`src/rtl/cse_pkg.sv`:
```
`timescale 1ns / 1ps

package cse_pkg;

   localparam logic MODE_HDR = 1'b0;
   localparam logic MODE_TCP = 1'b1;

   localparam logic [15:0] HDR_CSUM_HI_POS = 16'd10;
   localparam logic [15:0] HDR_CSUM_LO_POS = 16'd11;
   localparam logic [15:0] ADDR_FIRST_POS  = 16'd12;
   localparam logic [15:0] ADDR_LAST_POS   = 16'd19;
   localparam logic [15:0] TOTLEN_HI_POS   = 16'd2;
   localparam logic [15:0] TOTLEN_LO_POS   = 16'd3;
   localparam logic [15:0] POS_MAX         = 16'hFFFF;
   localparam logic [5:0]  MIN_HDR_BYTES   = 6'd20;
   localparam logic [3:0]  MIN_IHL         = 4'd5;
   localparam logic [6:0]  TCP_CSUM_OFS    = 7'd16;
   localparam logic [6:0]  HDR_PATCH_OFS   = 7'd10;
   localparam logic [15:0] PROTO_TCP       = 16'd6;

   localparam int QUEUE_DEPTH = 4;
   localparam int QUEUE_PTR_W = $clog2(QUEUE_DEPTH);

   // One classified byte, handed from the front to the back.
   typedef struct packed {
      logic        add_en;
      logic [15:0] word;
      logic        last;
      logic        mode;
      logic [15:0] tail_sum;
      logic [6:0]  patch_offset;
      logic        malformed;
   } queue_entry_type;

   // Ones' complement add of two 16-bit values with end-around carry.
   function automatic logic [15:0] fold_add(input logic [15:0] a, input logic [15:0] b);
      logic [16:0] t;
      t = {1'b0, a} + {1'b0, b};
      return t[15:0] + {15'd0, t[16]};
   endfunction

endpackage

```
`src/rtl/cse_req_if.sv`:
```
`timescale 1ns / 1ps

interface cse_req_if;
   logic       valid;
   logic       ready;
   logic [7:0] packet_byte;
   logic       last;

   modport source (output valid, output packet_byte, output last, input ready);
   modport sink (input valid, input packet_byte, input last, output ready);
endinterface

```
`src/rtl/cse_rsp_if.sv`:
```
`timescale 1ns / 1ps

interface cse_rsp_if;
   logic        valid;
   logic        ready;
   logic [15:0] checksum;
   logic [6:0]  patch_offset;
   logic        malformed;

   modport source (output valid, output checksum, output patch_offset, output malformed,
                   input ready);
   modport sink (input valid, input checksum, input patch_offset, input malformed,
                 output ready);
endinterface

```
`src/rtl/ipv4_tcp_checksum_engine_unit.sv`:
```
`timescale 1ns / 1ps

// Streaming Internet checksum engine for IPv4 header or TCP segment.
// req_if carries one packet byte per transaction, in wire order, with last
// set on the final byte. rsp_if carries one transaction per packet: the
// ones' complement checksum, the byte offset where it belongs, and a flag
// for a packet that was short or had inconsistent lengths.
// csr_we/csr_wdata write the mode bit (0 header checksum, 1 TCP checksum);
// write it only between packets.
// Throughput is one byte per cycle while the queue is not full: each 16-bit
// word needs one add with end-around carry in the back end. The last byte
// enters the queue when it is taken, and the sum stage then loads the result
// into the output register, which drives rsp_if.
// Reset clears the mode to header checksum, the packet state and the queue.
// When the receiver stalls, the result is held in the output register while
// non-final bytes keep flowing through the queue and sum stage; the queue
// fills and req_if.ready drops only when a second result would have to wait.
module ipv4_tcp_checksum_engine_unit (
   input  logic clock,
   input  logic reset,
   input  logic csr_we,
   input  logic csr_wdata,
   cse_req_if.sink   req_if,
   cse_rsp_if.source rsp_if
);
   import cse_pkg::*;

   logic            push, pop, full, empty;
   queue_entry_type push_entry, head;

   cse_front u_front (
      .clock      (clock),
      .reset      (reset),
      .csr_we     (csr_we),
      .csr_wdata  (csr_wdata),
      .in_valid   (req_if.valid),
      .in_ready   (req_if.ready),
      .in_byte    (req_if.packet_byte),
      .in_last    (req_if.last),
      .push       (push),
      .push_entry (push_entry),
      .queue_full (full)
   );

   cse_queue u_queue (
      .clock      (clock),
      .reset      (reset),
      .push       (push),
      .push_entry (push_entry),
      .full       (full),
      .pop        (pop),
      .head       (head),
      .empty      (empty)
   );

   cse_back u_back (
      .clock            (clock),
      .reset            (reset),
      .head             (head),
      .empty            (empty),
      .pop              (pop),
      .out_valid        (rsp_if.valid),
      .out_ready        (rsp_if.ready),
      .out_checksum     (rsp_if.checksum),
      .out_patch_offset (rsp_if.patch_offset),
      .out_malformed    (rsp_if.malformed)
   );

endmodule

```
`src/rtl/cse_front.sv`:
```
`timescale 1ns / 1ps

module cse_front (
   input  logic                     clock,
   input  logic                     reset,
   input  logic                     csr_we,
   input  logic                     csr_wdata,
   input  logic                     in_valid,
   output logic                     in_ready,
   input  logic [7:0]               in_byte,
   input  logic                     in_last,
   output logic                     push,
   output cse_pkg::queue_entry_type push_entry,
   input  logic                     queue_full
);
   import cse_pkg::*;

   logic        mode_ff;
   logic [15:0] pos_ff, pos_in;
   logic [3:0]  ihl_ff, ihl_in;
   logic [15:0] totlen_ff, totlen_in;
   logic [7:0]  held_ff, held_in;

   logic        accept;
   logic [5:0]  hlen;
   logic [5:0]  seg_start;
   logic        in_hdr, in_addr, in_seg, odd_pos;
   logic [7:0]  val;
   logic [16:0] count;
   logic [15:0] tcp_len;

   assign in_ready = !queue_full;
   assign accept   = in_valid && in_ready;
   assign push     = accept;
   assign odd_pos  = pos_ff[0];
   assign count    = {1'b0, pos_ff} + 17'd1;

   always_comb begin
      ihl_in    = (pos_ff == 16'd0) ? in_byte[3:0] : ihl_ff;
      totlen_in = totlen_ff;
      if (pos_ff == TOTLEN_HI_POS) begin
         totlen_in = {in_byte, 8'h00};
      end else if (pos_ff == TOTLEN_LO_POS) begin
         totlen_in = {totlen_ff[15:8], in_byte};
      end
      hlen      = {ihl_in, 2'b00};
      seg_start = (hlen < MIN_HDR_BYTES) ? MIN_HDR_BYTES : hlen;
      in_hdr    = pos_ff < {10'd0, hlen};
      in_addr   = pos_ff >= ADDR_FIRST_POS && pos_ff <= ADDR_LAST_POS;
      in_seg    = pos_ff >= {10'd0, seg_start} && pos_ff < totlen_in;
      tcp_len   = totlen_in - {10'd0, hlen};

      val = in_byte;
      held_in = held_ff;
      push_entry = '0;
      push_entry.last = in_last;
      push_entry.mode = mode_ff;

      if (mode_ff == MODE_HDR) begin
         if (pos_ff == HDR_CSUM_HI_POS || pos_ff == HDR_CSUM_LO_POS) begin
            val = 8'h00;
         end
         if (in_hdr) begin
            if (!odd_pos) begin
               held_in = val;
            end else begin
               push_entry.add_en = 1'b1;
               push_entry.word   = {held_ff, val};
            end
         end
         push_entry.patch_offset = HDR_PATCH_OFS;
         push_entry.malformed    = ihl_in < MIN_IHL || count < {11'd0, hlen};
      end else begin
         // The TCP checksum field sits 16 bytes into the segment.
         if (in_seg && (pos_ff == {10'd0, hlen} + 16'd16 ||
                        pos_ff == {10'd0, hlen} + 16'd17)) begin
            val = 8'h00;
         end
         if (in_addr || in_seg) begin
            if (!odd_pos) begin
               held_in = val;
               // A segment of odd length ends here: pad with a zero low byte.
               if (in_seg && count == {1'b0, totlen_in}) begin
                  push_entry.add_en = 1'b1;
                  push_entry.word   = {val, 8'h00};
               end
            end else begin
               push_entry.add_en = 1'b1;
               push_entry.word   = {held_ff, val};
            end
         end
         push_entry.tail_sum     = fold_add(PROTO_TCP, tcp_len);
         push_entry.patch_offset = {1'b0, hlen} + TCP_CSUM_OFS;
         push_entry.malformed    = ihl_in < MIN_IHL || totlen_in < {10'd0, hlen} ||
                                   count < {1'b0, totlen_in};
      end

      if (in_last) begin
         pos_in = '0;
      end else if (pos_ff != POS_MAX) begin
         pos_in = pos_ff + 16'd1;
      end else begin
         pos_in = pos_ff;
      end
   end

   always_ff @(posedge clock) begin
      if (reset) begin
         mode_ff   <= MODE_HDR;
         pos_ff    <= '0;
         ihl_ff    <= '0;
         totlen_ff <= '0;
         held_ff   <= '0;
      end else begin
         if (csr_we) begin
            mode_ff <= csr_wdata;
         end
         if (accept) begin
            pos_ff <= pos_in;
            if (in_last) begin
               ihl_ff    <= '0;
               totlen_ff <= '0;
               held_ff   <= '0;
            end else begin
               ihl_ff    <= ihl_in;
               totlen_ff <= totlen_in;
               held_ff   <= held_in;
            end
         end
      end
   end

endmodule

```
`src/rtl/cse_queue.sv`:
```
`timescale 1ns / 1ps

module cse_queue (
   input  logic                     clock,
   input  logic                     reset,
   input  logic                     push,
   input  cse_pkg::queue_entry_type push_entry,
   output logic                     full,
   input  logic                     pop,
   output cse_pkg::queue_entry_type head,
   output logic                     empty
);
   import cse_pkg::*;

   queue_entry_type            mem_ff [QUEUE_DEPTH];
   logic [QUEUE_PTR_W:0]       wr_ptr_ff;
   logic [QUEUE_PTR_W:0]       rd_ptr_ff;

   assign empty = wr_ptr_ff == rd_ptr_ff;
   assign full  = wr_ptr_ff[QUEUE_PTR_W] != rd_ptr_ff[QUEUE_PTR_W] &&
                  wr_ptr_ff[QUEUE_PTR_W-1:0] == rd_ptr_ff[QUEUE_PTR_W-1:0];
   assign head  = mem_ff[rd_ptr_ff[QUEUE_PTR_W-1:0]];

   always_ff @(posedge clock) begin
      if (push) begin
         mem_ff[wr_ptr_ff[QUEUE_PTR_W-1:0]] <= push_entry;
      end
   end

   always_ff @(posedge clock) begin
      if (reset) begin
         wr_ptr_ff <= '0;
         rd_ptr_ff <= '0;
      end else begin
         if (push) begin
            wr_ptr_ff <= wr_ptr_ff + 1'b1;
         end
         if (pop) begin
            rd_ptr_ff <= rd_ptr_ff + 1'b1;
         end
      end
   end

endmodule

```
`src/rtl/cse_back.sv`:
```
`timescale 1ns / 1ps

module cse_back (
   input  logic                     clock,
   input  logic                     reset,
   input  cse_pkg::queue_entry_type head,
   input  logic                     empty,
   output logic                     pop,
   output logic                     out_valid,
   input  logic                     out_ready,
   output logic [15:0]              out_checksum,
   output logic [6:0]               out_patch_offset,
   output logic                     out_malformed
);
   import cse_pkg::*;

   logic [15:0] sum_ff;
   logic        valid_ff, valid_in;
   logic [15:0] chk_ff;
   logic [6:0]  ofs_ff;
   logic        bad_ff;

   logic [15:0] sum_word;
   logic [15:0] sum_final;
   logic        emit;

   // A final transaction may only leave the queue when the output slot frees up.
   assign pop  = !empty && (!head.last || !valid_ff || out_ready);
   assign emit = pop && head.last;

   always_comb begin
      sum_word  = head.add_en ? fold_add(sum_ff, head.word) : sum_ff;
      sum_final = (head.mode == MODE_TCP) ? fold_add(sum_word, head.tail_sum) : sum_word;
      if (emit) begin
         valid_in = 1'b1;
      end else if (out_ready) begin
         valid_in = 1'b0;
      end else begin
         valid_in = valid_ff;
      end
   end

   always_ff @(posedge clock) begin
      if (reset) begin
         sum_ff   <= '0;
         valid_ff <= 1'b0;
      end else begin
         valid_ff <= valid_in;
         if (pop) begin
            sum_ff <= head.last ? 16'd0 : sum_word;
         end
      end
   end

   always_ff @(posedge clock) begin
      if (emit) begin
         chk_ff <= ~sum_final;
         ofs_ff <= head.patch_offset;
         bad_ff <= head.malformed;
      end
   end

   assign out_valid        = valid_ff;
   assign out_checksum     = chk_ff;
   assign out_patch_offset = ofs_ff;
   assign out_malformed    = bad_ff;

endmodule

```
`src/flat_wrapper.sv`:
```
// flat-port wrapper written by rule: the top's interface ports become plain ports
module ipv4_tcp_checksum_engine_unit_flat import cse_pkg::*;
  (clock, reset, csr_we, csr_wdata, req_if_valid, req_if_packet_byte, req_if_last, req_if_ready, rsp_if_valid, rsp_if_checksum, rsp_if_patch_offset, rsp_if_malformed, rsp_if_ready);
  cse_req_if req_if_i ();
  cse_rsp_if rsp_if_i ();
  input  logic clock;
  input  logic reset;
  input  logic csr_we;
  input  logic csr_wdata;
  input wire logic [$bits(req_if_i.valid)-1:0] req_if_valid;
  input wire logic [$bits(req_if_i.packet_byte)-1:0] req_if_packet_byte;
  input wire logic [$bits(req_if_i.last)-1:0] req_if_last;
  output wire logic [$bits(req_if_i.ready)-1:0] req_if_ready;
  output wire logic [$bits(rsp_if_i.valid)-1:0] rsp_if_valid;
  output wire logic [$bits(rsp_if_i.checksum)-1:0] rsp_if_checksum;
  output wire logic [$bits(rsp_if_i.patch_offset)-1:0] rsp_if_patch_offset;
  output wire logic [$bits(rsp_if_i.malformed)-1:0] rsp_if_malformed;
  input wire logic [$bits(rsp_if_i.ready)-1:0] rsp_if_ready;
  assign req_if_i.valid = req_if_valid;
  assign req_if_i.packet_byte = req_if_packet_byte;
  assign req_if_i.last = req_if_last;
  assign req_if_ready = req_if_i.ready;
  assign rsp_if_valid = rsp_if_i.valid;
  assign rsp_if_checksum = rsp_if_i.checksum;
  assign rsp_if_patch_offset = rsp_if_i.patch_offset;
  assign rsp_if_malformed = rsp_if_i.malformed;
  assign rsp_if_i.ready = rsp_if_ready;
  ipv4_tcp_checksum_engine_unit u_core (.clock(clock), .reset(reset), .csr_we(csr_we), .csr_wdata(csr_wdata), .req_if(req_if_i), .rsp_if(rsp_if_i));
endmodule
```
`config.mk`:
```
export PLATFORM = sky130hd
export DESIGN_NAME = ipv4_tcp_checksum_engine_unit_flat
export DESIGN_NICKNAME = d
export VERILOG_FILES = /design/src/rtl/cse_pkg.sv /design/src/rtl/cse_req_if.sv /design/src/rtl/cse_rsp_if.sv /design/src/rtl/ipv4_tcp_checksum_engine_unit.sv /design/src/rtl/cse_front.sv /design/src/rtl/cse_queue.sv /design/src/rtl/cse_back.sv /design/src/flat_wrapper.sv
export SDC_FILE = /design/constraint.sdc
export NUM_CORES = 1
export LEC_CHECK = 0
export BUFFER_PORTS_ARGS = -buffer_cell sky130_fd_sc_hd__buf_2
export CORE_MARGIN = 2
export CORE_UTILIZATION = 50
export CTS_CLUSTER_DIAMETER = 200
export DETAILED_ROUTE_END_ITERATION = 8
export PLACE_DENSITY = 0.66
export SYNTH_ARGS = -nofsm -noshare
export SYNTH_HDL_FRONTEND = slang
export SYNTH_HIERARCHICAL = 1
export SYNTH_SLANG_ARGS = --single-unit
export TNS_END_PERCENT = 1
```
`constraint.sdc`:
```
create_clock -name clock -period 14.57 [get_ports clock]
set_clock_uncertainty 0.05 [all_clocks]
set_input_delay 0 -clock clock [delete_from_list [all_inputs] [get_ports clock]]
set_output_delay 0 -clock clock [all_outputs]
set_load 0.05 [all_outputs]
```
==> summary.txt, run 1 <==
Die
  • Die area: 33600 um^2
  • Rows: 65
  • Core area: 31600 um^2
  • I/O pin count: 41
  • Starting Density: 50.9%
  • Die Wd: 183 um
  • Die height: 183 um

Yosys
  • #FFs+latches synth: 266
  • Prevailing post-synth register cell: edfxtp_1
  • Number of synthesized flops with an enable pin: 196
  • Post-Synthesis Net Count: 1570
  • Syn Inst Count: 1456
  • Async SR Flop Fraction: 0%
  • Synth warn: 6
  • Library cells used by synthesis: 119
  • Syn Area/Cell: 11.1 um^2
  • Post-Syn Area: 16100 um^2
  • Register area share after synthesis: 45.3%

Final layout
  • Final #Nets: 1600
  • Layout cells sized above 1: 13.9%
  • Register area: 7290 um^2
  • FILL cells: 2704
  • Multi-input gate area: 8190 um^2
  • ANT cells: 0
  • Commonest non-fill, non-tap cell in the layout: edfxtp_1
  • Most frequent cells in the layout: edfxtp_1 (196), nor2_1 (155), ha_1 (97)
  • Area growth from synthesis to layout: 8.89%
  • Design area: 17500 um^2

Global route
  • First-pass GRT wire length: 62.5 mm
  • Largest net degree at the start of global routing: 61
  • Initial antenna violation count: 0
  • All-layer global routing usage: 23.7%
  • Total congestion overflow: 0
  • Number of global-route vias before repair: 11200

Timing
  • Slew HR: 22.7%
  • Worst-margin pin slew: 1.15 ns
  • RSZ-0062 raised after global routing: false
  • Final max-slew violation count: 0
  • Final Setup Violations: 0
  • Post-route setup slack: 6.32 ns
  • WHS: 0.0893 ns
  • Hold Violations, Final: 0
  • Tmin final: 8.25 ns
  • F_max: 121 MHz
  • Final worst path period share: 56.6%
  • Setup total negative slack: 0 ns

Worst setup path
  • Crit start category: flop
  • WP data required: 14.79 ns
  • CP peak stage delay: 0.69 ns
  • Crit end category: flop
  • Slowest CP cell: dfxtp_2
  • Arr. time, crit path: 8.47 ns
  • Crit Path Max Fanout: 28
  • FF-to-FF path depth: 36
  • Crit path depth: 36
  • CP top delay family: simple AND/OR/NAND/NOR gates
  • Setup CP Type: reg -> reg
  • Most frequent CP cell: a21oi_1
  • CP bufs+invs: 3

Clock network
  • CTS buffer count: 29
  • Hold bufs inserted after CTS: 12
  • CTS tree: done
  • Clock Pin Slew Worst Setup and Hold Paths: 0.07 ns
  • Worst skew pair latency: 0.55 ns
  • CTS Sinks: 266
  • Post-CTS Setup Inserts: 0
  • Depth of the CTS H-tree: 1
  • Maximum clock insertion buffer count: 3
  • Clock root buffer: clkbuf_16
  • Post-CTS sizing: 0

Min path
  • Hold Path Class: in -> reg
  • Worst hold path startpoint: reset
  • Hold depth: 3

Route
  • Total number of vias: 11700
  • Detailed-route vias per instance: 6.14
  • DRT Pass-1 Iters: 5
  • First-iteration detailed-routing DRC count: 1006
  • Final wirelength: 39.7 mm
  • Routed Antenna Nets: 0
  • WL/cell: 20.8 um
  • Post-route DRC: 0

Place
  • Port bufs: 40
  • Placed cell area: 16500 um^2
  • DPL Wire Length: 28.5 mm
  • Setup WS pre-CTS: 6.28 ns
  • Final Wtd Congestion: 0.920

Pwr
  • PnR Total Power: 3.58 mW
  • Power Density: 205 nW/um^2
  • VDD IR max: 124 uV
  • Leakage dissipation: 6.57 nW

Outcome
  • Status: finished, final reports clean

Job
  • Max cap viols: 0
## synth_stat cells (all sizes together) (37+ instances only)
cell type	count	area, um^2
edfxtp	196	5890
nor2	159	604
ha	97	1210
a21oi	92	479
nand2	83	314
dfxtp	70	1400
o21ai	59	299
xnor2	58	516
inv	50	188
mux4	43	980
xor2	39	349
buf	38	305
nand3	37	213
## worst paths after layout
kind	to	slack, ns
worst max-delay path	u_core/u_back/out_checksum[15]	6.32
worst min register to register	u_core/u_front/totlen_ff[11]	0.41
worst min-delay path	u_core/u_front/totlen_ff[15]	0.09
worst max register to register	u_core/u_back/out_checksum[15]	6.32
## cells by family (layout without fill, tap and decap cells)
group                      Yosys count  after routing  synth area share [%]
AOI/OAI and AO/OA                  330            330                  14.0
xor gates and xnor gates            97             97                  5.37
adders and majority gates           99             99                  7.79
buffers and inverters              121            171                  3.86
DFF                                266            266                  45.3
muxes                               79             79                  8.41
other                                1              1                0.0233
and+or+nand+nor                    463            463                  15.2
## per-layer routing
layer | vias up | part of all wire (%) | GRT usage [%]
met3 | 75 | 4.5 | 2.24
met1 | 5737 | 45 | 32.9
met5 | - | 0 | 0
met2 | 332 | 48 | 40.2
li1 | 5566 | - | -
met4 | 0 | 2.5 | 6.11
## flip-flops by register name (all words and copies together), names as in the netlist, 4 cells and up, named ones only
name and flops:
u_core/u_front/ihl_ff 4, u_core/u_queue/mem_ff 172, u_core/u_front/held_ff 8, u_core/u_back/sum_ff 16, u_core/u_back/out_patch_offset 7, u_core/u_back/out_checksum 16
u_core/u_front/totlen_ff 16, u_core/u_front/pos_ff 16
## through the flow
| stage | std cells | util, % |
|---|---|---|
| finish | 1908 | 55.4 |
| global route | 1908 | 55.4 |
| CTS | 1908 | 55.4 |
| detailed placement | 1845 | 52.2 |
| global placement | 1845 | 52.2 |
| floorplan | 1456 | - |
## worst min-delay path, stage by stage
cell    delay [ns]
buf_2         0.14
buf_4         0.34
nor2_1        0.16
## power by group
group | total, mW | internal [mW] | switching (mW)
Combinational | 1.89 | 0.705 | 1.19
Clock | 0.698 | 0.398 | 0.300
Sequential | 0.993 | 0.944 | 0.0488
## area by class of cell
type                            instances  area share, %
Sequential cell                       266           41.6
Clock inverter                         19          0.900
Clock buffer                           32           4.21
Timing Repair Buffer                   69           2.56
Inverter                               51           1.12
Multi-Input combinational cell       1069           46.7
Tap cell                              402           2.87
Power figures use the tool's default switching activity.
==> run 2, diff against run 1 <==
--- a/config.mk
+++ b/config.mk
@@ -5,6 +5,7 @@
 export SDC_FILE = /design/constraint.sdc
 export NUM_CORES = 1
 export LEC_CHECK = 0
+export ABC_AREA = 1
 export BUFFER_PORTS_ARGS = -buffer_cell sky130_fd_sc_hd__buf_2
 export CORE_MARGIN = 2
 export CORE_UTILIZATION = 50
==> constraint.sdc (replaced) <==
create_clock -name clock -period 8.6 [get_ports clock]
set_clock_uncertainty 0.05 [all_clocks]
set_input_delay 0 -clock clock [delete_from_list [all_inputs] [get_ports clock]]
set_output_delay 0 -clock clock [all_outputs]
set_load 0.05 [all_outputs]
==> run 2 against run 1 <==
First-iteration DRC count shrank 3.0%. Maximum frequency grew 15%. Final cell count grew 34%. Sequential power grew 75%. Critical path depth grew 6. Worst setup slack lost 4.9 ns. Synthesized area grew 5.5%.
==> summary.txt, run 2 <==
Route
  • Post-route DRC: 0 (unchanged)
  • First-iteration detailed-routing DRC count: 976 (was 1006)
  • Detailed-route vias per instance: 5.35 (was 6.14)
  • Total number of vias: 13600 (was 11700)
  • WL/cell: 16.3 um (was 20.8 um)
  • DRT Pass-1 Iters: 6 (was 5)
  • Routed Antenna Nets: 0 (unchanged)
  • Final wirelength: 41.6 mm (was 39.7 mm)

Timing
  • Hold Violations, Final: 0 (unchanged)
  • Final worst path period share: 83.1% (was 56.6%)
  • Final max-slew violation count: 0 (unchanged)
  • Slew HR: 17.1% (was 22.7%)
  • Setup total negative slack: 0 ns (unchanged)
  • Tmin final: 7.15 ns (was 8.25 ns)
  • RSZ-0062 raised after global routing: false (unchanged)
  • WHS: 0.0231 ns (was 0.0893 ns)
  • F_max: 140 MHz (was 121 MHz)
  • Worst-margin pin slew: 1.24 ns (was 1.15 ns)
  • Final Setup Violations: 0 (unchanged)

Yosys
  • #FFs+latches synth: 266 (unchanged)
  • Number of synthesized flops with an enable pin: 196 (unchanged)
  • Post-synth top area share: 34.7% (was 36.6%)
  • Synth warn: 6 (unchanged)
  • Count leader, synth: nand2_1 (was edfxtp_1)
  • Most frequent cells after synthesis: nand2_1 (579), inv_1 (271), edfxtp_1 (196) (was edfxtp_1 (196), nor2_1 (156), ha_1 (97))
  • Post-Syn Area: 17000 um^2 (was 16100 um^2)
  • Prevailing post-synth register cell: edfxtp_1 (unchanged)
  • Register area share after synthesis: 42.9% (was 45.3%)
  • Cell accounting for the most synthesized area: edfxtp_1 (unchanged)
  • Syn Area/Cell: 8.30 um^2 (was 11.1 um^2)
  • Syn Inst Count: 2047 (was 1456)
  • Post-Synthesis Net Count: 2161 (was 1570)
  • Top cells by area, synth: edfxtp_1 (35%), nand2_1 (13%), dfxtp_1 (8.3%) (was edfxtp_1 (37%), dfxtp_1 (8.7%), ha_1 (7.5%))
  • Async SR Flop Fraction: 0% (unchanged)
  • Library cells used by synthesis: 61 (was 119)

Worst setup path
  • WP data required: 8.84 ns (was 14.79 ns)
  • CP peak stage delay: 0.91 ns (was 0.69 ns)
  • Arr. time, crit path: 7.39 ns (was 8.47 ns)
  • Crit start category: flop (unchanged)
  • Most frequent CP cell: nand2_1 (was a21oi_1)
  • Crit Path Max Fanout: 78 (was 28)
  • Setup CP Type: reg -> reg (unchanged)
  • Crit end category: flop (unchanged)
  • Slowest CP cell: dfxtp_4 (was dfxtp_2)

Pwr
  • Comb pwr share: 53.8% (was 52.8%)
  • Sequential power share: 26.8% (was 27.7%)
  • Power Density: 350 nW/um^2 (was 205 nW/um^2)
  • Internal Power: 3.43 mW (was 2.05 mW)
  • Switching share of power: 47.0% (was 42.9%)
  • Switching Power: 3.04 mW (was 1.54 mW)
  • Leakage dissipation: 8.24 nW (was 6.57 nW)
  • Clock group share of total power: 19.4% (was 19.5%)
  • PnR Total Power: 6.47 mW (was 3.58 mW)
  • VDD IR max: 247 uV (was 124 uV)

Final layout
  • Final #Nets: 2193 (was 1600)
  • Area growth from synthesis to layout: 8.91% (was 8.89%)
  • Max reg flops: 172 (unchanged)
  • Commonest non-fill, non-tap cell in the layout: nand2_1 (was edfxtp_1)
  • Most frequent cells in the layout: nand2_1 (579), inv_1 (267), edfxtp_1 (196) (was edfxtp_1 (196), nor2_1 (155), ha_1 (97))
  • ANT cells: 0 (unchanged)
  • Layout cells sized above 1: 13.0% (was 13.9%)
  • Register area: 7290 um^2 (about the same)
  • Design area: 18500 um^2 (was 17500 um^2)
  • Multi-input gate area: 8170 um^2 (was 8190 um^2)
  • Final std cells w/o fill: 2550 (was 1908)
  • FILL cells: 3002 (was 2704)

Clock network
  • CTS buffer count: 29 (unchanged)
  • CTS tree: done (unchanged)
  • Post-CTS sizing: 0 (unchanged)
  • Clock root buffer: clkbuf_16 (unchanged)
  • Maximum clock insertion buffer count: 3 (unchanged)
  • Depth of the CTS H-tree: 1 (unchanged)
  • Clock Pin Slew Worst Setup and Hold Paths: 0.06 ns (was 0.07 ns)
  • Hold bufs inserted after CTS: 12 (unchanged)
  • CTS Sinks: 266 (unchanged)
  • Worst skew pair latency: 0.56 ns (was 0.55 ns)
  • Post-CTS Setup Inserts: 0 (unchanged)

Place
  • Placed cell count: 2484 (was 1845)
  • Final Wtd Congestion: 0.919 (was 0.920)
  • Port bufs: 40 (unchanged)
  • Placed cell area: 17400 um^2 (was 16500 um^2)
  • DPL Wire Length: 30.1 mm (was 28.5 mm)

Global route
  • Largest net degree at the start of global routing: 79 (was 61)
  • Number of global-route vias before repair: 12800 (was 11200)
  • Initial antenna violation count: 0 (unchanged)
  • Total congestion overflow: 0 (unchanged)
  • First-pass GRT wire length: 67.3 mm (was 62.5 mm)
  • All-layer global routing usage: 23.7% (about the same)

Min path
  • Worst hold path startpoint: reset (unchanged)
  • Hold Path Class: in -> reg (unchanged)

Die
  • Die Wd: 188 um (was 183 um)
  • Rows: 67 (was 65)
  • Core area: 33400 um^2 (was 31600 um^2)
  • Die area: 35400 um^2 (was 33600 um^2)
  • Starting Density: 50.8% (was 50.9%)
  • Die height: 188 um (was 183 um)
  • I/O pin count: 41 (unchanged)

Outcome
  • Status: finished, final reports clean (unchanged)

Job
  • Max cap viols: 0 (unchanged)
[run 2: per-layer routing]
| metal | up-vias | part of all wire [%] | track usage, % |
|---|---|---|---|
| li1 | 6915 | - | - |
| met1 | 6349 | 46 | 31.7 |
| met2 | 300 | 47 | 39.8 |
| met3 | 80 | 4.3 | 3.20 |
| met4 | 0 | 3.2 | 7.48 |
| met5 | - | 0 | 0 |
[run 2: metrics by stage]
stage / util [%] / worst slack, ns
after CTS: 55.3 / 1.47
after global routing: 55.3 / 0.693
after global placement: 52.0 / 1.64
final: 55.3 / 1.45
after floorplan: - / 2.90
after detailed placement: 52.0 / 1.50
[run 2: cell type report]
class                      instances  share of cell area, %
inverter                         290                   5.89
timing repair buffer              65                   2.26
clock buffer                      30                   3.94
sequential                       266                   39.4
tap                              448                   3.03
multi-input combinational       1427                   44.2
clock inverter                    24                   1.27
[run 2: worst max-delay path: cells and delay by family (launching register included)]
family	cells	cell delay, ns
and+or+nand+nor	30	3.43
DFF	1	0.91
buffers and inverters	1	0.51
AOI/OAI and AO/OA	7	0.83
adders and majority gates	4	1.12
[run 2: final timing paths]
path | endpoint | depth (start not counted) | slack, ns
setup / recovery | u_core/u_back/out_checksum[14] | 42 | 1.45
hold / removal | u_core/u_queue/rd_ptr_ff[0] | 3 | 0.02
setup reg to reg | u_core/u_back/out_checksum[14] | 42 | 1.45
hold reg to reg | u_core/u_front/held_ff[7] | 2 | 0.41
[run 2: kinds of logic after synthesis]
group	share of synthesized area, %
other	0.0221
flip-flops	42.9
AO/OA/AOI/OAI	14.0
adder cells (fa/ha/maj)	7.38
XOR/XNOR	1.68
buffers and inverters	8.98
AND/OR/NAND/NOR	24.9
multiplexers	0.0590
[run 2: power by group through the flow]
stage / combinational (mW) / clock (mW) / sequential [mW]
floorplan: 2.56 / 0 / 1.92
global placement: 3.44 / 0 / 1.76
detailed placement: 3.46 / 0 / 1.77
CTS: 3.48 / 1.28 / 1.74
global route: 3.89 / 1.33 / 1.76
finish: 3.48 / 1.25 / 1.74
